[src/hw/rtl/acked_record_retransmit_buffer_core_assert.svh]
// Assertion macros for the acked record retransmit buffer.
// Clocked on clk_i; the reset-qualified form also uses the active-low rst_ni.
`ifndef ACKED_RECORD_RETRANSMIT_BUFFER_CORE_ASSERT_SVH
`define ACKED_RECORD_RETRANSMIT_BUFFER_CORE_ASSERT_SVH
`ifndef SYNTHESIS
`define ARRB_ASSERT(lbl, prop) \
  lbl: assert property (@(posedge clk_i) disable iff (!rst_ni) (prop)) \
    else $error("assertion failed");
`define ARRB_ASSERT_ALWAYS(lbl, prop) \
  lbl: assert property (@(posedge clk_i) (prop)) else $error("assertion failed");
`else
`define ARRB_ASSERT(lbl, prop)
`define ARRB_ASSERT_ALWAYS(lbl, prop)
`endif
`endif

[src/hw/rtl/arrb_fifo.sv]
// Two-entry queue built from flip-flops.
// No dependencies.
`default_nettype none

module arrb_fifo #(
  parameter int unsigned Width = 8
) (
  input  logic             clk_i,
  input  logic             rst_ni,
  input  logic             push_i,
  output logic             full_o,
  input  logic [Width-1:0] wdata_i,
  input  logic             pop_i,
  output logic             empty_o,
  output logic [Width-1:0] rdata_o
);

  logic [Width-1:0] mem_q [2];
  logic             wptr_q, wptr_d, rptr_q, rptr_d;
  logic [1:0]       cnt_q, cnt_d;
  logic             do_push, do_pop;

  assign full_o  = (cnt_q == 2'd2);
  assign empty_o = (cnt_q == 2'd0);
  assign do_push = push_i & ~full_o;
  assign do_pop  = pop_i & ~empty_o;
  assign rdata_o = mem_q[rptr_q];

  always_comb begin
    wptr_d = wptr_q ^ do_push;
    rptr_d = rptr_q ^ do_pop;
    cnt_d  = cnt_q + {1'b0, do_push} - {1'b0, do_pop};
  end

  always_ff @(posedge clk_i or negedge rst_ni) begin
    if (!rst_ni) begin
      wptr_q <= 1'b0;
      rptr_q <= 1'b0;
      cnt_q  <= 2'd0;
    end else begin
      wptr_q <= wptr_d;
      rptr_q <= rptr_d;
      cnt_q  <= cnt_d;
    end
  end

  always_ff @(posedge clk_i) begin
    if (do_push) begin
      mem_q[wptr_q] <= wdata_i;
    end
  end

endmodule

`default_nettype wire

[config.mk]
export PLATFORM = sky130hd
export DESIGN_NAME = arrb_fifo
export DESIGN_NICKNAME = d
export VERILOG_FILES = /design/src/hw/rtl/acked_record_retransmit_buffer_core_assert.svh /design/src/hw/rtl/arrb_fifo.sv
export SDC_FILE = /design/constraint.sdc
export NUM_CORES = 1
export LEC_CHECK = 0
export ABC_AREA = 1
export BUFFER_PORTS_ARGS = -buffer_cell sky130_fd_sc_hd__buf_2
export CELL_PAD_IN_SITES_DETAIL_PLACEMENT = 0
export CELL_PAD_IN_SITES_GLOBAL_PLACEMENT = 1
export CORE_MARGIN = 3
export CORE_UTILIZATION = 23
export CTS_CLUSTER_DIAMETER = 60
export DETAILED_ROUTE_END_ITERATION = 16
export PLACE_DENSITY = 0.52
export SETUP_SLACK_MARGIN = 0.02
export SKIP_LAST_GASP = 1
export SLEW_MARGIN = 30
export SYNTH_ARGS = -nofsm -noshare
export SYNTH_HDL_FRONTEND = slang
export SYNTH_SLANG_ARGS = --single-unit
[constraint.sdc]
create_clock -name clk_i -period 1.68 [get_ports clk_i]
set_input_delay 0.084 -clock clk_i [delete_from_list [all_inputs] [get_ports clk_i]]
set_output_delay 0.084 -clock clk_i [all_outputs]
set_load 0.005 [all_outputs]
==> results of run 1 <==
synth_stat cells:
library cell  instances  area, µm²
nor2_1                1       3.75
inv_1                 7       26.3
inv_2                 3       11.3
ha_1                  4       50.1
edfxtp_1             16        480
inv_6                 1       8.76
o21ai_2               1       8.76
nand2_1              31        116
dfrtp_1               4        100
nand3_1               2       10.0
buf_6                 1       11.3
nand2_2               2       12.5
final cells by class:
class                           instances  area [µm²]  share of cell area
Clock buffer                            3        22.5              0.0203
Clock inverter                          1        3.75             0.00339
Inverter                               11        46.3              0.0418
Multi-Input combinational cell         41         201               0.182
Sequential cell                        20         581               0.524
Tap cell                               46        57.6              0.0520
Timing Repair Buffer                   30         195               0.176
layer usage:
metal  global-route usage  part of all wire
met1               0.0873              0.40
met2                0.144              0.53
met3              0.00510             0.032
met4               0.0685             0.039
met5                    0                 0
logic make-up after synthesis:
logic type               after synthesis  share of synthesized area
AO/OA/AOI/OAI                          1                     0.0104
adder cells (fa/ha/maj)                4                     0.0596
buffers and inverters                 12                     0.0686
flip-flops                            20                      0.692
AND/OR/NAND/NOR                       36                      0.170
flip-flops by register name, summed over array words and instances, names as in the netlist:
name	flops
cnt_q	2
mem_q	16
wptr_q	1
rptr_q	1
worst register-to-register path, cell delays in order (launching register included):
cell	delay [ns]
dfrtp_1	0.41
inv_2	0.09
nand2_2	0.07
nand2_2	0.06
inv_1	0.04
ha_1	0.27
inv_1	0.06
ha_1	0.16
inv_1	0.04
nand2_1	0.05
nand2_1	0.04
worst paths after layout:
kind	from	to	slack [ns]	cells past startpoint
max in group asynchronous	rst_ni	wptr_q$_DFF_PN0_	1.45	2
min in group asynchronous	rst_ni	rptr_q$_DFF_PN0_	0.11	2
hold / removal	pop_i	rptr_q$_DFF_PN0_	0.05	3
hold reg to reg	cnt_q[1]$_DFF_PN0_	cnt_q[1]$_DFF_PN0_	0.60	3
setup / recovery	cnt_q[1]$_DFF_PN0_	cnt_q[1]$_DFF_PN0_	0.28	10
setup reg to reg	cnt_q[1]$_DFF_PN0_	cnt_q[1]$_DFF_PN0_	0.28	10
power by group through the flow:
| stage | clock network [mW] | logic (mW) | registers, mW |
|---|---|---|---|
| floorplan | 0 | 0.415 | 0.747 |
| global placement | 0 | 0.568 | 0.798 |
| detailed placement | 0 | 0.579 | 0.801 |
| CTS | 0.246 | 0.597 | 0.789 |
| global route | 0.264 | 0.687 | 0.807 |
| finish | 0.225 | 0.573 | 0.785 |
per-stage QoR:
| stage | instance area [µm²] | util | power, mW | hold slack, ns | instances |
|---|---|---|---|---|---|
| global route | 1110 | 0.324 | 1.76 | 0.0416 | 152 |
| global placement | 991 | 0.290 | 1.37 | -0.0954 | 139 |
| floorplan | 840 | - | 1.16 | -0.212 | 73 |
| CTS | 1110 | 0.324 | 1.63 | 0.0313 | 152 |
| finish | 1110 | 0.324 | 1.58 | 0.0459 | 152 |
| detailed placement | 991 | 0.290 | 1.38 | -0.0975 | 139 |
==> impl_results.md, run 1 <==
- Hold Path Class: input pin to flip-flop
- Finish-stage setup viols: 0
- Detailed Route WL: 1520 µm
- DRC: 0
- CTS tree: built
- Initial Utilization: 0.246
- Clock-pin slew on the worst setup and hold paths: 0.10 ns
- Rows: 21
- Yosys cell types: 12
- Syn-to-layout area delta: 31.9%
- Longest Clk Path Bufs: 2
- ANT cells: 0
- Setup_tns: 0 ns
- Ports: 22
- Worst slack at placement: 0.291 ns
- PortBufs: 21
- DIE AREA: 4410 µm²
- Syn avg cell area: about 12 µm²
- Via count: 563
- Net Count, Synth: 89
- Worst-Skew Late Latency: 0.29 ns
- Synthesized flop and latch total: 20
- CP Data Required Time: 1.88 ns
- Wire length per cell: 10.0 µm
- First-pass GRT wire length: between 2000 and 3000 µm
- Drt via density: 3.70
- Highest Clock Rate: 712 MHz
- Mapped Cells: 73
- Tmin final: approximately 1.4 ns
- PD cells: 1430 nW/µm²
- Delay-heaviest family, CP: adder cells
- Crit path cell chain: inv_2 -> nand2_2 -> nand2_2 -> inv_1 -> ha_1 -> inv_1 -> ha_1 -> inv_1 -> nand2_1 -> nand2_1
- Post-cts hold buffer count: 9
- Postcts setup bufs: 0
- Least-Margin Pin Slew: 0.448 ns
- Most common cell after layout, fill and taps aside: nand2_1
- Root Buffer: clkbuf_4
- Critical Path Max Stage Delay: 0.41 ns
- Critical path endpoint category: flip-flop
- Antenna violations before repair: 0
- Final hold violation count: 0
- TritonRoute pass-1 iters: 2
- Critical Path AT: approximately 1.6 ns
- ANT nets after route: 0
- Clock Skew: 0.00136 ns
- Post-route clock period utilization: 0.836
- Pins Over Slew Limit: 0
- Fin nets: 123
- Post-CTS Resized: 0
- Die Ht: 66.4 µm
- GR Overflow Total: 0
- Status: complete, no violations
- Worst path bufs/invs: 4
- Sequential fraction of the synthesis area: 0.692
- FILL cells: 361
- Relative slew slack: 0.701
- P_sw: 561 µW
- Placer Congestion: 0.727
- Ys Warns: 0
- Synthesized area: about 840 µm²
- CTS buffer count: 3
- CP max FO: 4
- Most frequent cells in the layout: nand2_1, buf_2, edfxtp_1, dlygate4sd3_1, inv_1
- H-tree Lvls: 1
- Unrepaired setup endpoints after global routing: no
- MaxCap Viol Count: 0
- Combinational Power Share: 0.362
- Int Pwr: 1.02 mW
- Worst Setup Path Type: flip-flop to flip-flop
- Pin count of the biggest net entering global routing: 12
- Die span in x: 66.4 µm
- Final WS setup: 0.276 ns
- Startpoint Class: flip-flop
- Leak: 0.526 nW
- Net Sw Frac: 0.355
- Initial DRC Count: 6
- Worst vdd ir: 365 µV
- Layout cells sized above 1: 0.292
- Area of the core: ~3400 µm²
- Slowest stage cell, crit path: dfrtp_1
- Hpwl dp: between 1000 and 1500 µm
- Clock Power Share: 0.142
- CTS Sinks: 20
- GRT Resource Usage Total: 0.0814
- Most used cell, CP: inv_1
- Sequential group share of total power: 0.496
- Vias in the first global route: about 600
No activity file was read; power rests on OpenSTA's default activity.
==> run 2: changes to the inputs <==
- clock period: 1.68 -> 1.45 ns (I/O delays scaled with it)
==> impl_results.md, run 2 (same netlist as run 1, synthesis figures left out) <==
- Status: complete, no violations
- Worst-Skew Late Latency: 0.29 ns
- GRT Resource Usage Total: 0.0815
- Slowest stage cell, crit path: dfrtp_1
- CTS buffer count: 3
- Ports: 22
- Initial Utilization: 0.246
- Placed Cells incl. Taps: about 140
- Rows: 21
- Detailed Route WL: 1580 µm
- Top Registers: mem_q x16, cnt_q x2
- Finish-stage setup viols: 0
- Combinational Power Share: 0.406
- H-tree Lvls: 1
- First-pass GRT wire length: 2580 µm
- Root Buffer: clkbuf_4
- Initial DRC Count: 6
- DRC: 0
- Least-Margin Pin Slew: roughly 0.4 ns
- Critical Path Max Stage Delay: 0.41 ns
- GR Overflow Total: 0
- Fin nets: ~130
- Leak: 0.546 nW
- Startpoint Class: flip-flop
- Post-route clock period utilization: 0.954
- Worst hold slack: roughly 0.036 ns
- Syn-to-layout area delta: 39.6%
- Area of the core: 3420 µm²
- CTS tree: built
- FILL cells: 355
- Most common cell after layout, fill and taps aside: nand2_1
- Most used cell, CP: inv_2
- Net Sw Frac: 0.347
- MaxCap Viol Count: 0
- Wire length per cell: 10.0 µm
- Int Pwr: 1.30 mW
- Placer Congestion: roughly 0.67
- Via count: 591
- Most frequent cells in the layout: nand2_1, buf_2, edfxtp_1, dlygate4sd3_1
- Antenna violations before repair: 0
- Most flop-heavy register: mem_q
- CP max FO: 8
- ANT nets after route: 0
- Die span in x: 66.4 µm
- Worst R2R Path Depth: 4
- Die Ht: ~66 µm
- Clock-pin slew on the worst setup and hold paths: 0.10 ns
- Vias in the first global route: 570
- Pin count of the biggest net entering global routing: 12
- Relative slew slack: 0.733
- DIE AREA: 4410 µm²
- Pins Over Slew Limit: 0
- Clock Power Share: 0.132
- Clock Skew: 0.00300 ns
- Critical path endpoint category: flip-flop
- Drt via density: between 3 and 4
- Hold Path Class: input pin to flip-flop
- Crit path cell chain: inv_2 -> o21ai_2 -> inv_2 -> ha_1
- Layout cells sized above 1: 0.384
- PortBufs: 21
- Worst vdd ir: 424 µV
- CP Data Required Time: 1.41 ns
- ANT cells: 0
- Tmin final: 1.38 ns
- Sequential group share of total power: 0.462
- Number of flip-flops in the largest register: 16
- Hold depth: 3
- TritonRoute pass-1 iters: 3
- Worst Setup Path Type: flip-flop to flip-flop
- Critical Path AT: 1.34 ns
- Final hold violation count: 0
- PD cells: 1700 nW/µm²
- Fin cells: between 150 and 200
- CTS Sinks: 20
- Longest Clk Path Bufs: 2
- P_sw: 692 µW
- Hpwl dp: 1060 µm
- Util after Layout: 0.343
- Highest Clock Rate: 723 MHz
run 2: cell count changes in the layout (fill, tap and decap cells not counted), sizes merged:
| cell | change |
|---|---|
| clkbuf | +1 |
| clkinv | -1 |
| buf | +6 |
run 2: final cells by class:
type,instances,area (µm²),area share
clock buffer,4,26.3,0.0224
sequential,20,583,0.497
inverter,11,46.3,0.0395
timing repair buffer,36,240,0.205
multi-input combinational,41,219,0.187
tap,46,57.6,0.0491
run 2: worst paths after layout:
| check | startpoint | endpoint | slack, ns |
|---|---|---|---|
| max in group asynchronous | rst_ni | rptr_q$_DFF_PN0_ | 1.22 |
| worst min-delay path | pop_i | rptr_q$_DFF_PN0_ | 0.04 |
| worst max register to register | cnt_q[1]$_DFF_PN0_ | mem_q[1][1]$_DFFE_PP_ | 0.07 |
| worst max-delay path | cnt_q[1]$_DFF_PN0_ | mem_q[1][1]$_DFFE_PP_ | 0.07 |
| worst min register to register | cnt_q[0]$_DFF_PN0_ | cnt_q[0]$_DFF_PN0_ | 0.60 |
| min in group asynchronous | rst_ni | cnt_q[1]$_DFF_PN0_ | 0.10 |
run 2: timing repair:
action                                  4_1_cts  5_1_grt
resized for setup                             1        5
hold buffers                                  9        0
endpoints found under the setup margin        1       10
hold endpoints to repair                     20        0
buffers inserted                              0        6
pin swaps                                     0        3
run 2: per-layer routing:
metal / share of wire / track usage / wire (µm)
met5: 0 / 0 / 0
met1: 0.39 / 0.0832 / 614
met4: 0.017 / 0.0609 / 27
met3: 0.028 / 0.0102 / 44
met2: 0.57 / 0.149 / 895
run 2: power by group through the flow:
stage | clock network (mW) | logic (mW) | registers [mW]
finish | 0.263 | 0.811 | 0.921
global route | 0.306 | 0.936 | 0.947
CTS | 0.275 | 0.686 | 0.924
detailed placement | 0 | 0.665 | 0.934
global placement | 0 | 0.655 | 0.927
floorplan | 0 | 0.481 | 0.865
run 2: per-stage QoR:
step                      TNS (ns)  instance area, µm²  setup slack, ns  total power [mW]
after CTS                        0                1110           0.0537              1.89
after floorplan                  0                 840            0.142              1.35
final                            0                1170           0.0660              2.00
after global routing       -0.0222                1170          -0.0222              2.19
after global placement           0                 991           0.0885              1.58
after detailed placement         0                 991           0.0673              1.60
run 2: worst max-delay path, delay by kind of cell, from the launching register on:
kind	cells	cell delay, ns
flops	1	0.41
fa+ha+maj	1	0.39
compound gates	1	0.09
buf+inv	2	0.17
