--- config.mk ---
export PLATFORM = sky130hd
export DESIGN_NAME = arrb_front
export DESIGN_NICKNAME = d
export VERILOG_FILES = /design/src/hw/rtl/acked_record_retransmit_buffer_core_assert.svh /design/src/hw/rtl/arrb_pkg.sv /design/src/hw/rtl/arrb_front.sv
export SDC_FILE = /design/constraint.sdc
export NUM_CORES = 1
export LEC_CHECK = 0
export BUFFER_PORTS_ARGS = -buffer_cell sky130_fd_sc_hd__buf_2
export CORE_AREA = 5 5 217 219
export CTS_CLUSTER_SIZE = 16
export DETAILED_ROUTE_END_ITERATION = 12
export DIE_AREA = 0 0 222 224
export SLEW_MARGIN = 15
export SYNTH_ARGS = -nofsm -noshare
export SYNTH_HDL_FRONTEND = slang
export SYNTH_SLANG_ARGS = --single-unit
--- constraint.sdc ---
create_clock -name clk_i -period 3.2 [get_ports clk_i]
set_clock_uncertainty 0.1 [all_clocks]
set_input_delay 0.48 -clock clk_i [delete_from_list [all_inputs] [get_ports clk_i]]
set_output_delay 0.48 -clock clk_i [all_outputs]
set_load 0.03 [all_outputs]
--- src/hw/rtl/acked_record_retransmit_buffer_core_assert.svh ---
// Assertion macros for the acked record retransmit buffer.
// Clocked on clk_i; the reset-qualified form also uses the active-low rst_ni.
`ifndef ACKED_RECORD_RETRANSMIT_BUFFER_CORE_ASSERT_SVH
`define ACKED_RECORD_RETRANSMIT_BUFFER_CORE_ASSERT_SVH
`ifndef SYNTHESIS
`define ARRB_ASSERT(lbl, prop) \
  lbl: assert property (@(posedge clk_i) disable iff (!rst_ni) (prop)) \
    else $error("assertion failed");
`define ARRB_ASSERT_ALWAYS(lbl, prop) \
  lbl: assert property (@(posedge clk_i) (prop)) else $error("assertion failed");
`else
`define ARRB_ASSERT(lbl, prop)
`define ARRB_ASSERT_ALWAYS(lbl, prop)
`endif
`endif

--- src/hw/rtl/arrb_pkg.sv ---
// Shared types and constants of the acked record retransmit buffer.
// No dependencies.
`default_nettype none

package arrb_pkg;

  localparam int unsigned DefaultDepth = 32;

  // Command codes of an input request.
  localparam logic [1:0] CmdAdd     = 2'd0;
  localparam logic [1:0] CmdAck     = 2'd1;
  localparam logic [1:0] CmdDump    = 2'd2;
  localparam logic [1:0] CmdSetTrip = 2'd3;

  // Configuration address: bit 2 selects the register, the timestamp floor is register 0.
  localparam int unsigned CfgAddrW   = 3;
  localparam logic        CfgMinTime = 1'b0;

  typedef struct packed {
    logic [1:0]  cmd;
    logic [31:0] timestamp;
    logic [63:0] payload_low;
    logic [63:0] payload_mid;
    logic [55:0] payload_high;
    logic [23:0] uptime_seconds;
    logic [31:0] round_trip_us;
  } in_req_t;

  typedef struct packed {
    logic [31:0] out_timestamp;
    logic [63:0] out_payload_low;
    logic [63:0] out_payload_mid;
    logic [55:0] out_payload_high;
    logic [23:0] out_uptime_seconds;
    logic [15:0] round_trip_16us;
    logic        last;
  } out_rsp_t;

  typedef struct packed {
    logic [31:0] stamp;
    logic [63:0] pl_low;
    logic [63:0] pl_mid;
    logic [55:0] pl_high;
    logic [23:0] uptime;
    logic [15:0] trip;
  } record_t;

  typedef enum logic [1:0] {
    OpAdd,
    OpAck,
    OpDump
  } op_e;

  typedef struct packed {
    op_e     op;
    record_t rec;
  } work_t;

endpackage

`default_nettype wire

--- src/hw/rtl/arrb_front.sv ---
// Front end: accepts requests, filters them and keeps the pending round trip.
// Depends on arrb_pkg.
`default_nettype none

module arrb_front (
  input  logic              clk_i,
  input  logic              rst_ni,
  input  logic              push_i,
  output logic              full_o,
  input  arrb_pkg::in_req_t req_i,
  input  logic [31:0]       stamp_floor_i,
  input  logic              wq_full_i,
  output logic              wq_push_o,
  output arrb_pkg::work_t   wq_data_o
);
  import arrb_pkg::*;

  logic [31:0] pending_q, pending_d;
  logic        accept;
  logic [15:0] trip_units;

  assign full_o = wq_full_i;
  assign accept = push_i & ~wq_full_i;

  // Round trip in 16 us units; a quotient beyond 16 bits is stored as zero.
  assign trip_units = (pending_q[31:20] != 12'd0) ? 16'd0 : pending_q[19:4];

  always_comb begin
    pending_d              = pending_q;
    wq_push_o              = 1'b0;
    wq_data_o.op           = OpAdd;
    wq_data_o.rec.stamp    = req_i.timestamp;
    wq_data_o.rec.pl_low   = req_i.payload_low;
    wq_data_o.rec.pl_mid   = req_i.payload_mid;
    wq_data_o.rec.pl_high  = req_i.payload_high;
    wq_data_o.rec.uptime   = req_i.uptime_seconds;
    wq_data_o.rec.trip     = trip_units;
    if (accept) begin
      case (req_i.cmd)
        CmdAdd: begin
          if (req_i.timestamp > stamp_floor_i) begin
            wq_push_o = 1'b1;
            pending_d = 32'd0;
          end
        end
        CmdAck: begin
          wq_data_o.op = OpAck;
          wq_push_o    = (req_i.timestamp != 32'd0);
        end
        CmdDump: begin
          wq_data_o.op = OpDump;
          wq_push_o    = 1'b1;
        end
        CmdSetTrip: begin
          pending_d = req_i.round_trip_us;
        end
        default: ;
      endcase
    end
  end

  always_ff @(posedge clk_i or negedge rst_ni) begin
    if (!rst_ni) begin
      pending_q <= 32'd0;
    end else begin
      pending_q <= pending_d;
    end
  end

endmodule

`default_nettype wire

==> results by group, run 1 <==
Place
  • Gpl congestion: 0.7779
  • Dpl ws: -0.03472 ns
  • Placed Cells: a little over 1k
  • Hpwl dp: 14670 microns
  • Port Buf Inserts: around 150

Global routing
  • Largest net degree at the start of global routing: 29
  • Initial antenna violation count: 2
  • Global Route Usage Sum: 6.089%
  • Grt ovf: 0
  • First-pass GRT wire length: between 20000 and 25000 microns
  • Vias in the first global route: between 2k and 3k

Final layout
  • Most flop-heavy register: pending_q
  • Fraction of layout cells with a size suffix above 1: a little under half
  • Number of fill cells: about 5.3k
  • Biggest registers after layout: pending_q: 28 flops
  • Fin cells: approximately 1.0k
  • Max reg flops: 28
  • Nets: 757
  • Register area: around 700 sq um
  • Layout area overhead: -2.776%
  • Area of the multi-input gates: 1549 sq um
  • Layout Utilization: under 10%

Critical path
  • Worst-path fanout max: 5
  • Delay of the slowest critical-path stage: roughly 0.61 ns
  • Most frequent cell on the critical path: buf_2
  • CP required: approximately 2.6 ns
  • CP endpoint kind: output pin
  • Critical Path Source Type: input pin
  • CP Cell Sequence: buf_2 -> ha_1 -> nand4_2 -> or4_4 -> a31o_2 -> a21oi_1 -> buf_2
  • Top cell family by delay on the critical path: simple AND/OR/NAND/NOR gates
  • Slowest-stage cell, CP: or4_4
  • Crit path kind: input pin to output pin
  • Critical path buffer and inverter count: 2
  • CP Data Arrival Time: between 2 and 2.5 ns

Synthesis
  • Synth cell types: 38
  • Main area contributors after synthesis: buf_4, dfrtp_1, ha_1
  • Net count after synthesis: 837
  • Ys flop type: dfrtp_1
  • Post-synth EDFFs: 0
  • Synth cell count leaders: buf_4, ha_1, inv_1
  • Syn avg cell area: between 8 and 9 sq um
  • Seq/Total Area, Yosys: roughly 17%
  • Most common cell in the netlist: buf_4
  • Area leader, netlist: buf_4
  • Post-synth ARST share: between 90% and 100%
  • YS warnings: 0
  • Synthesized cell area: ~4200 sq um
  • #FFs+latches synth: 28
  • Yosys top cell area share: between 40% and 50%
  • Mapped Cells: 495

STA
  • Setup repair after global routing missed its margin: no
  • Least-Margin Pin Slew: approximately 0.67 ns
  • Fin crit period: between 3 and 4 ns
  • F_max: 332.1 MHz
  • Slew Limit Fails: 0
  • Period utilization: roughly 94%
  • Final setup margin: ~0.19 ns
  • Final setup violation count: 0
  • Slew margin rel.: between 50 and 60%
  • Setup TNS: 0 ns
  • Hold Fails Final Rpt: 0

Drt
  • Mean number of vias per cell: 2.830
  • Post-route ant nets: 0
  • Post-Route WL: 16480 microns
  • DRT iter0 DRCs: between 100 and 150
  • DR DRC count: 0
  • Avg WL per Cell: ~16 microns
  • DRT Pass-1 Iters: 4
  • Vias: around 2.9k

CTS
  • CTS tree: yes
  • CTS clk-pin slew, worst paths: approximately 0.070 ns
  • Clock root cell: clkbuf_16
  • CTS buffer count: 3
  • Worst skew pair latency: 0.27 ns
  • Hold Buf Count CTS: 0
  • CTS Sinks: 28
  • Worst-case clock buffer depth: 2
  • H-tree depth: 1

Power
  • Net Sw Frac: between 30% and 40%
  • Sequential share of power: 36.8%
  • Clock power share: a little under 30%
  • Pwr Density: ~310 nW/um^2
  • Combinational Power Share: between 30% and 40%
  • Internal power: 862.1 uW
  • P_sw: between 400 and 500 uW
  • Static Leakage: approximately 2.1 nW
  • Peak supply drop: ~0.18 mV

Floorplan
  • Core Region: approximately 45000 sq um
  • Initial core utilization: under 10%
  • Rows: a little under 80
  • Die Footprint: 49730 sq um
  • Boundary Pins: 570
  • Die width: ~220 microns
  • Vert. Die Dim: approximately 220 microns

Flow run
  • MaxCap Viol Count: 0

Status
  • Status: completed

Hold path
  • Hold Crit Class: input pin to asynchronous set/reset pin
[cell usage in the layout (no fill, tap or decap), types with 3 or more instances in the layout]
cell type,n
buf_2,149
inv_1,32
ha_1,32
mux2i_1,28
dfrtp_1,28
nor3_2,20
and2_1,16
a21oi_1,16
buf_4,14
nor4_1,11
nor3_1,10
nand2_1,8
nand4_1,7
nand3_1,5
o21ai_0,4
nor2_1,4
clkbuf_16,3
[cell type report]
class	instances	area share, %
Antenna cell	1	0.06075
Clock buffer	3	1.823
Clock inverter	1	0.7290
Inverter	32	2.916
Multi-Input combinational cell	185	37.61
Sequential cell	28	17.01
Tap cell	600	18.23
Timing Repair Buffer	165	21.63
[cells by family after synthesis]
logic type / after synthesis / synth area share, %
flip-flops: 28 / 16.54
AND/OR/NAND/NOR: 96 / 15.92
buffers and inverters: 282 / 46.96
AO/OA/AOI/OAI: 29 / 4.519
multiplexers: 28 / 6.616
adder cells (fa/ha/maj): 32 / 9.451
[final timing paths]
path | start | end | slack (ns) | cells after the start
setup reg to reg | pending_q[6] | pending_q[6] | 2.37 | 2
max in group asynchronous | rst_ni | pending_q[22] | 2.43 | 1
hold reg to reg | pending_q[9] | pending_q[9] | 0.45 | 2
setup / recovery | req_i[270] | wq_push_o | 0.19 | 7
min in group clk_i | req_i[12] | pending_q[12] | 0.39 | 3
hold / removal | rst_ni | pending_q[11] | 0.14 | 1
[what timing repair did]
action,CTS,global route
buffers inserted,0,0
resized for setup,1,0
endpoints found under the setup margin,1,0
[metrics by stage]
step	total power [mW]	hold slack (ns)	cell area, sq um
6_report	1.278	0.1383	4119
5_1_grt	1.375	0.1918	4116
4_1_cts	1.311	0.1549	4116
3_5_place_dp	0.9239	0.4408	4009
3_3_place_gp	0.9091	0.4313	4009
2_1_floorplan	1.233	0.08441	4237
[metal layers]
layer | wire (microns) | GRT usage (%)
met1 | 6313 | 6.938
met2 | 6595 | 8.413
met3 | 2798 | 4.731
met4 | 708 | 2.446
met5 | 69 | 0.8539
[power groups by stage]
stage	sequential, mW	combinational, mW	clock (mW)
after global routing	0.479	0.488	0.408
after global placement	0.473	0.436	0
after CTS	0.471	0.447	0.394
after floorplan	0.467	0.766	0
after detailed placement	0.478	0.446	0
final	0.470	0.432	0.376
Power figures use the tool's default switching activity.
==> run 2, diff against run 1 <==
--- a/config.mk
+++ b/config.mk
@@ -6,11 +6,15 @@
 export NUM_CORES = 1
 export LEC_CHECK = 0
 export BUFFER_PORTS_ARGS = -buffer_cell sky130_fd_sc_hd__buf_2
-export CORE_AREA = 5 5 217 219
+export CELL_PAD_IN_SITES_DETAIL_PLACEMENT = 1
+export CELL_PAD_IN_SITES_GLOBAL_PLACEMENT = 1
+export CORE_AREA = 5 5 221 223
 export CTS_CLUSTER_SIZE = 16
 export DETAILED_ROUTE_END_ITERATION = 12
-export DIE_AREA = 0 0 222 224
-export SLEW_MARGIN = 15
+export DIE_AREA = 0 0 226 228
+export HOLD_SLACK_MARGIN = 0.06
+export PLACE_DENSITY_LB_ADDON = 0.1
+export SLEW_MARGIN = 0
 export SYNTH_ARGS = -nofsm -noshare
 export SYNTH_HDL_FRONTEND = slang
 export SYNTH_SLANG_ARGS = --single-unit
==> results by group, run 2 (synthesis gave the netlist of run 1 again) <==
Floorplan
  • Rows: 79 (was 78)
  • Boundary Pins: 570 (unchanged)
  • Vert. Die Dim: 228 microns (was 224 microns)
  • Initial core utilization: 9.139% (was 9.437%)
  • Die Footprint: 51530 sq um (was 49730 sq um)
  • Die width: 226 microns (was 222 microns)
  • Core Region: 46360 sq um (was 44890 sq um)

CTS
  • CTS buffer count: 3 (unchanged)
  • Hold Buf Count CTS: 0 (unchanged)
  • Worst-case clock buffer depth: 2 (unchanged)
  • Number of setup buffers added after CTS: 0 (unchanged)
  • CTS Sinks: 28 (unchanged)
  • CTS tree: yes (unchanged)
  • H-tree depth: 1 (unchanged)
  • Post_cts resized: 0 (was 1)
  • CTS clk-pin slew, worst paths: 0.07 ns (about the same)
  • Clock root cell: clkbuf_16 (unchanged)
  • Worst skew pair latency: 0.26 ns (was 0.27 ns)

Power
  • Pwr Density: 293.8 nW/um^2 (was 310.3 nW/um^2)
  • P_sw: 411.2 uW (was 415.8 uW)
  • Sequential share of power: 39.9% (was 36.8%)
  • Combinational Power Share: 35.3% (was 33.8%)
  • Static Leakage: 2.054 nW (was 2.106 nW)
  • Internal power: 774.8 uW (was 862.1 uW)
  • Peak supply drop: 0.1774 mV (was 0.1836 mV)
  • Clock power share: 24.8% (was 29.4%)
  • Net Sw Frac: 34.67% (was 32.53%)

Place
  • Port Buf Inserts: 149 (unchanged)
  • Gpl congestion: 0.6636 (was 0.7779)
  • Placed Area: 3961 sq um (was 4009 sq um)
  • Placed Cells: 1011 (was 1010)
  • Dpl ws: 0.1373 ns (was -0.03472 ns)
  • Hpwl dp: 15170 microns (was 14670 microns)

Drt
  • DR DRC count: 0 (unchanged)
  • Post-route ant nets: 0 (unchanged)
  • DRT iter0 DRCs: 46 (was 123)
  • Vias: 2817 (was 2872)
  • DRT Pass-1 Iters: 4 (unchanged)
  • Mean number of vias per cell: 2.778 (was 2.830)
  • Post-Route WL: 17510 microns (was 16480 microns)
  • Avg WL per Cell: 17.27 microns (was 16.24 microns)

Critical path
  • FF-to-FF Start: pending_q[11] (was pending_q[6])
  • Worst-path fanout max: 3 (was 5)
  • CP Data Arrival Time: 2.39 ns (was 2.43 ns)
  • Reg2Reg Capture Point: pending_q[11] (was pending_q[6])
  • CP Cell Sequence: buf_2 -> ha_1 -> nand4_2 -> or4_2 -> a31o_2 -> a21oi_1 -> buf_2 (was buf_2 -> ha_1 -> nand4_2 -> or4_4 -> a31o_2 -> a21oi_1 -> buf_2)
  • CP required: 2.62 ns (about the same)
  • Worst Reg-to-Reg Cells: 2 (unchanged)
  • Delay of the slowest critical-path stage: 0.68 ns (was 0.61 ns)
  • Critical Path Source Type: input pin (unchanged)
  • Most frequent cell on the critical path: buf_2 (unchanged)
  • Reg2reg setup slack: 2.33 ns (was 2.37 ns)
  • CP endpoint kind: output pin (unchanged)
  • Slowest-stage cell, CP: or4_2 (was or4_4)
  • Crit path kind: input pin to output pin (unchanged)

Final layout
  • Finished Cell Area: 4036 sq um (was 4119 sq um)
  • Antenna Cells: 0 (was 1)
  • Biggest registers after layout: pending_q: 28 flops (unchanged)
  • Fin cells: 1014 (was 1015)
  • Most frequent cells in the layout: buf_2, inv_1, ha_1 (unchanged)
  • Fraction of layout cells with a size suffix above 1: 46.68% (was 47.34%)
  • Max reg flops: 28 (unchanged)
  • Nets: 751 (was 757)
  • Layout area overhead: -4.725% (was -2.776%)
  • Number of fill cells: 5530 (was 5255)
  • Register area: 700.7 sq um (unchanged)
  • Most flop-heavy register: pending_q (unchanged)
  • Commonest non-fill, non-tap cell in the layout: buf_2 (unchanged)
  • Area of the multi-input gates: 1548 sq um (was 1549 sq um)

STA
  • Setup repair after global routing missed its margin: no (unchanged)
  • Slew Limit Fails: 0 (unchanged)
  • Final setup margin: 0.2287 ns (was 0.1887 ns)
  • Least-Margin Pin Slew: 1.004 ns (was 0.6666 ns)
  • Final setup violation count: 0 (unchanged)
  • Slew margin rel.: 33.06% (was 55.56%)
  • Hold Slack: 0.1718 ns (was 0.1383 ns)
  • Hold Fails Final Rpt: 0 (unchanged)
  • Fin crit period: 2.971 ns (was 3.011 ns)
  • F_max: 336.6 MHz (was 332.1 MHz)
  • Period utilization: 92.85% (was 94.10%)
  • Setup TNS: 0 ns (unchanged)

Global routing
  • Grt ovf: 0 (unchanged)
  • Largest net degree at the start of global routing: 29 (unchanged)
  • Initial antenna violation count: 1 (was 2)
  • First-pass GRT wire length: 24620 microns (was 21620 microns)
  • Vias in the first global route: 3427 (was 2934)
  • Global Route Usage Sum: 6.376% (was 6.089%)

Status
  • Status: completed (unchanged)

Flow run
  • MaxCap Viol Count: 0 (unchanged)

Hold path
  • Hold Crit Class: input pin to asynchronous set/reset pin (unchanged)
[run 2: worst max-delay path by stage]
stage,from,endpoint
2_1_floorplan,stamp_floor_i[30],wq_push_o
3_3_place_gp,stamp_floor_i[30],pending_q[21]
3_5_place_dp,stamp_floor_i[30],pending_q[26]
4_1_cts,req_i[259],wq_push_o
5_1_grt,stamp_floor_i[30],wq_push_o
6_report,req_i[267],wq_push_o
[run 2: per-stage QoR]
stage | utilization (%) | total power [mW]
5_1_grt | 8.707 | 1.295
6_report | 8.707 | 1.186
4_1_cts | 8.707 | 1.235
3_3_place_gp | 8.545 | 0.9125
2_1_floorplan | - | 1.233
3_5_place_dp | 8.545 | 0.9190
[run 2: routing by layer]
metal | track usage [%] | part of all wire (%) | up-vias
li1 | - | - | 1224
met3 | 3.571 | 13 | 51
met5 | 0 | 0.074 | -
met4 | 1.891 | 2.7 | 2
met1 | 7.225 | 39 | 1284
met2 | 10.26 | 46 | 256
[run 2: layout make-up]
cell class                 count  share of cell area (%)
sequential                    28                   17.36
clock buffer                   3                   1.860
multi-input combinational    185                   38.34
timing repair buffer         159                   20.64
inverter                      32                   2.976
tap                          607                   18.82
[run 2: worst max-delay path, delay by kind of cell]
family | cells | cell delay [ns]
and+or+nand+nor | 2 | 0.81
AOI/OAI and AO/OA | 2 | 0.38
adders and majority gates | 1 | 0.34
buffers and inverters | 2 | 0.38
[run 2: power by group through the flow]
stage               sequential, mW  clock, mW  combinational [mW]
finish                       0.473      0.294               0.419
floorplan                    0.467          0               0.766
detailed placement           0.483          0               0.436
CTS                          0.475      0.322               0.437
global route                 0.486      0.330               0.478
global placement             0.480          0               0.433
==> run 3, diff against run 2 <==
--- a/config.mk
+++ b/config.mk
@@ -8,10 +8,10 @@
 export BUFFER_PORTS_ARGS = -buffer_cell sky130_fd_sc_hd__buf_2
 export CELL_PAD_IN_SITES_DETAIL_PLACEMENT = 1
 export CELL_PAD_IN_SITES_GLOBAL_PLACEMENT = 1
-export CORE_AREA = 5 5 221 223
+export CORE_AREA = 5 5 220 222
 export CTS_CLUSTER_SIZE = 16
 export DETAILED_ROUTE_END_ITERATION = 12
-export DIE_AREA = 0 0 226 228
+export DIE_AREA = 0 0 225 227
 export HOLD_SLACK_MARGIN = 0.06
 export PLACE_DENSITY_LB_ADDON = 0.1
 export SLEW_MARGIN = 0
==> constraint.sdc (replaced) <==
create_clock -name clk_i -period 3.3 [get_ports clk_i]
set_clock_uncertainty 0.1 [all_clocks]
set_input_delay 0.495 -clock clk_i [delete_from_list [all_inputs] [get_ports clk_i]]
set_output_delay 0.495 -clock clk_i [all_outputs]
set_load 0.03 [all_outputs]
==> results by group, run 3 (synthesis gave the netlist of run 1 again) <==
Status
  • Status: completed (unchanged)

Global routing
  • Grt ovf: 0 (unchanged)
  • Largest net degree at the start of global routing: 29 (unchanged)
  • Met2 usage: 10.51% (was 10.26%)
  • Vias in the first global route: 3323 (was 3427)
  • Most used routing layer: met2 (unchanged)
  • Met1 usage: 7.412% (was 7.225%)
  • Initial antenna violation count: 0 (was 1)
  • First-pass GRT wire length: 24810 microns (was 24620 microns)
  • Met3 usage in global routing: 3.997% (was 3.571%)
  • Global Route Usage Sum: 6.652% (was 6.376%)

Floorplan
  • Die Footprint: 51080 sq um (was 51530 sq um)
  • Rows: 79 (unchanged)
  • Initial core utilization: 9.178% (was 9.139%)
  • Die width: 225 microns (was 226 microns)
  • Boundary Pins: 570 (unchanged)
  • Core Region: 46160 sq um (was 46360 sq um)
  • Vert. Die Dim: 227 microns (was 228 microns)

Place
  • Gpl congestion: 0.6703 (was 0.6636)
  • Port Buf Inserts: 149 (unchanged)
  • Hpwl dp: 15880 microns (was 15170 microns)
  • Placed Cells: 1013 (was 1011)

Drt
  • Vias: 2860 (was 2817)
  • Post-route ant nets: 0 (unchanged)
  • DRT Pass-1 Iters: 3 (was 4)
  • Avg WL per Cell: 17.96 microns (was 17.27 microns)
  • DRT iter0 DRCs: 32 (was 46)
  • Mean number of vias per cell: 2.812 (was 2.778)
  • DR DRC count: 0 (unchanged)
  • Post-Route WL: 18270 microns (was 17510 microns)

STA
  • Setup repair after global routing missed its margin: no (unchanged)
  • Slew margin rel.: 35.04% (was 33.06%)
  • Final setup violation count: 0 (unchanged)
  • Fin crit period: roughly 3.1 ns
  • Least-Margin Pin Slew: 0.9744 ns (was 1.004 ns)
  • F_max: approximately 320 MHz
  • Period utilization: 94.16%
  • Setup TNS: 0 ns (unchanged)
  • Hold Fails Final Rpt: 0 (unchanged)
  • Slew Limit Fails: 0 (unchanged)

Power
  • Static Leakage: 2.078 nW (was 2.054 nW)
  • Combinational Power Share: 33.2% (was 35.3%)
  • P_sw: 414.1 uW (was 411.2 uW)
  • Total chip power: 1.247 mW (was 1.186 mW)
  • Pwr Density: 305.2 nW/um^2 (was 293.8 nW/um^2)
  • Net Sw Frac: 33.21% (was 34.67%)
  • Clock power share: 30.1% (was 24.8%)
  • Sequential share of power: 36.8% (was 39.9%)
  • Peak supply drop: 0.1183 mV (was 0.1774 mV)
  • Internal power: 832.8 uW (was 774.8 uW)

Final layout
  • Fraction of layout cells with a size suffix above 1: 47.32% (was 46.68%)
  • Number of fill cells: 5522 (was 5530)
  • Max reg flops: 28 (unchanged)
  • Most frequent cells in the layout: buf_2, inv_1, ha_1 (unchanged)
  • Nets: 753 (was 751)
  • Most flop-heavy register: pending_q (unchanged)
  • Biggest registers after layout: pending_q: 28 flops (unchanged)
  • Antenna Cells: 0 (unchanged)
  • Fin cells: 1017 (was 1014)
  • Commonest non-fill, non-tap cell in the layout: buf_2 (unchanged)
  • Layout area overhead: -3.573% (was -4.725%)

Critical path
  • CP required: 2.70 ns (was 2.62 ns)
  • CP Data Arrival Time: 2.51 ns (was 2.39 ns)
  • CP endpoint kind: output pin (unchanged)
  • Reg2reg setup slack: 2.43 ns (was 2.33 ns)
  • Worst-path fanout max: 3 (unchanged)
  • Critical Path Source Type: input pin (unchanged)
  • Crit path kind: input pin to output pin (unchanged)

CTS
  • H-tree depth: 1 (unchanged)
  • CTS clk-pin slew, worst paths: 0.07 ns (about the same)
  • Number of setup buffers added after CTS: 0 (unchanged)
  • CTS Sinks: 28 (unchanged)
  • Post_cts resized: 1 (was 0)
  • CTS tree: yes (unchanged)
  • CTS buffer count: 3 (unchanged)
  • Clock root cell: clkbuf_16 (unchanged)
  • Worst skew pair latency: 0.27 ns (was 0.26 ns)
  • Hold Buf Count CTS: 0 (unchanged)
  • Worst-case clock buffer depth: 2 (unchanged)

Flow run
  • MaxCap Viol Count: 0 (unchanged)

Hold path
  • Hold Crit Class: input pin to asynchronous set/reset pin (unchanged)
==> run 3: cell count changes in the layout (fill, tap and decap cells not counted) <==
cell / previous run / this run
buf_4: 9 / 11
bufinv_16: 0 / 1
a21oi_1: 16 / 15
a21oi_2: 0 / 1
==> run 3: per-stage QoR <==
stage	setup WS (ns)	hold slack (ns)	util, %	cell area, sq um
3_3_place_gp	-0.009897	0.4324	8.614	3976
6_report	0.1927	0.1830	8.850	4085
4_1_cts	0.09919	0.2013	8.850	4085
2_1_floorplan	0.3335	0.09941	-	4237
5_1_grt	0.06874	0.2362	8.850	4085
3_5_place_dp	-0.01164	0.4469	8.614	3976
==> run 3: routing by layer <==
metal	up-vias	routed length, microns
li1	1236	-
met5	-	42
met1	1281	6735
met2	283	8357
met3	58	2518
met4	2	611
==> run 3: final timing paths <==
kind,endpoint,cells past startpoint,from
hold / removal,pending_q[10],1,rst_ni
setup reg to reg,pending_q[7],2,pending_q[7]
setup / recovery,wq_push_o,7,req_i[270]
min in group clk_i,pending_q[5],3,req_i[5]
max in group asynchronous,pending_q[29],1,rst_ni
hold reg to reg,pending_q[17],2,pending_q[17]
==> run 3: area by class of cell <==
cell class / count / area (sq um) / share of cell area [%]
tap: 607 / 759.5 / 18.59
timing repair buffer: 161 / 848.3 / 20.77
sequential: 28 / 700.7 / 17.15
clock buffer: 3 / 75.07 / 1.838
inverter: 32 / 120.1 / 2.940
clock inverter: 1 / 30.03 / 0.7351
multi-input combinational: 185 / 1551 / 37.98
==> run 3: worst max-delay path, cell delays in order <==
cell     delay [ns]
buf_2          0.12
ha_1           0.34
nand4_2        0.14
or4_2          0.70
a31o_2         0.25
a21oi_2        0.22
buf_2          0.24
==> run 3: power groups by stage <==
stage	logic, mW	registers [mW]	clock network (mW)
finish	0.413	0.458	0.375
CTS	0.431	0.461	0.404
global placement	0.425	0.466	0
floorplan	0.743	0.453	0
global route	0.472	0.470	0.413
detailed placement	0.429	0.468	0
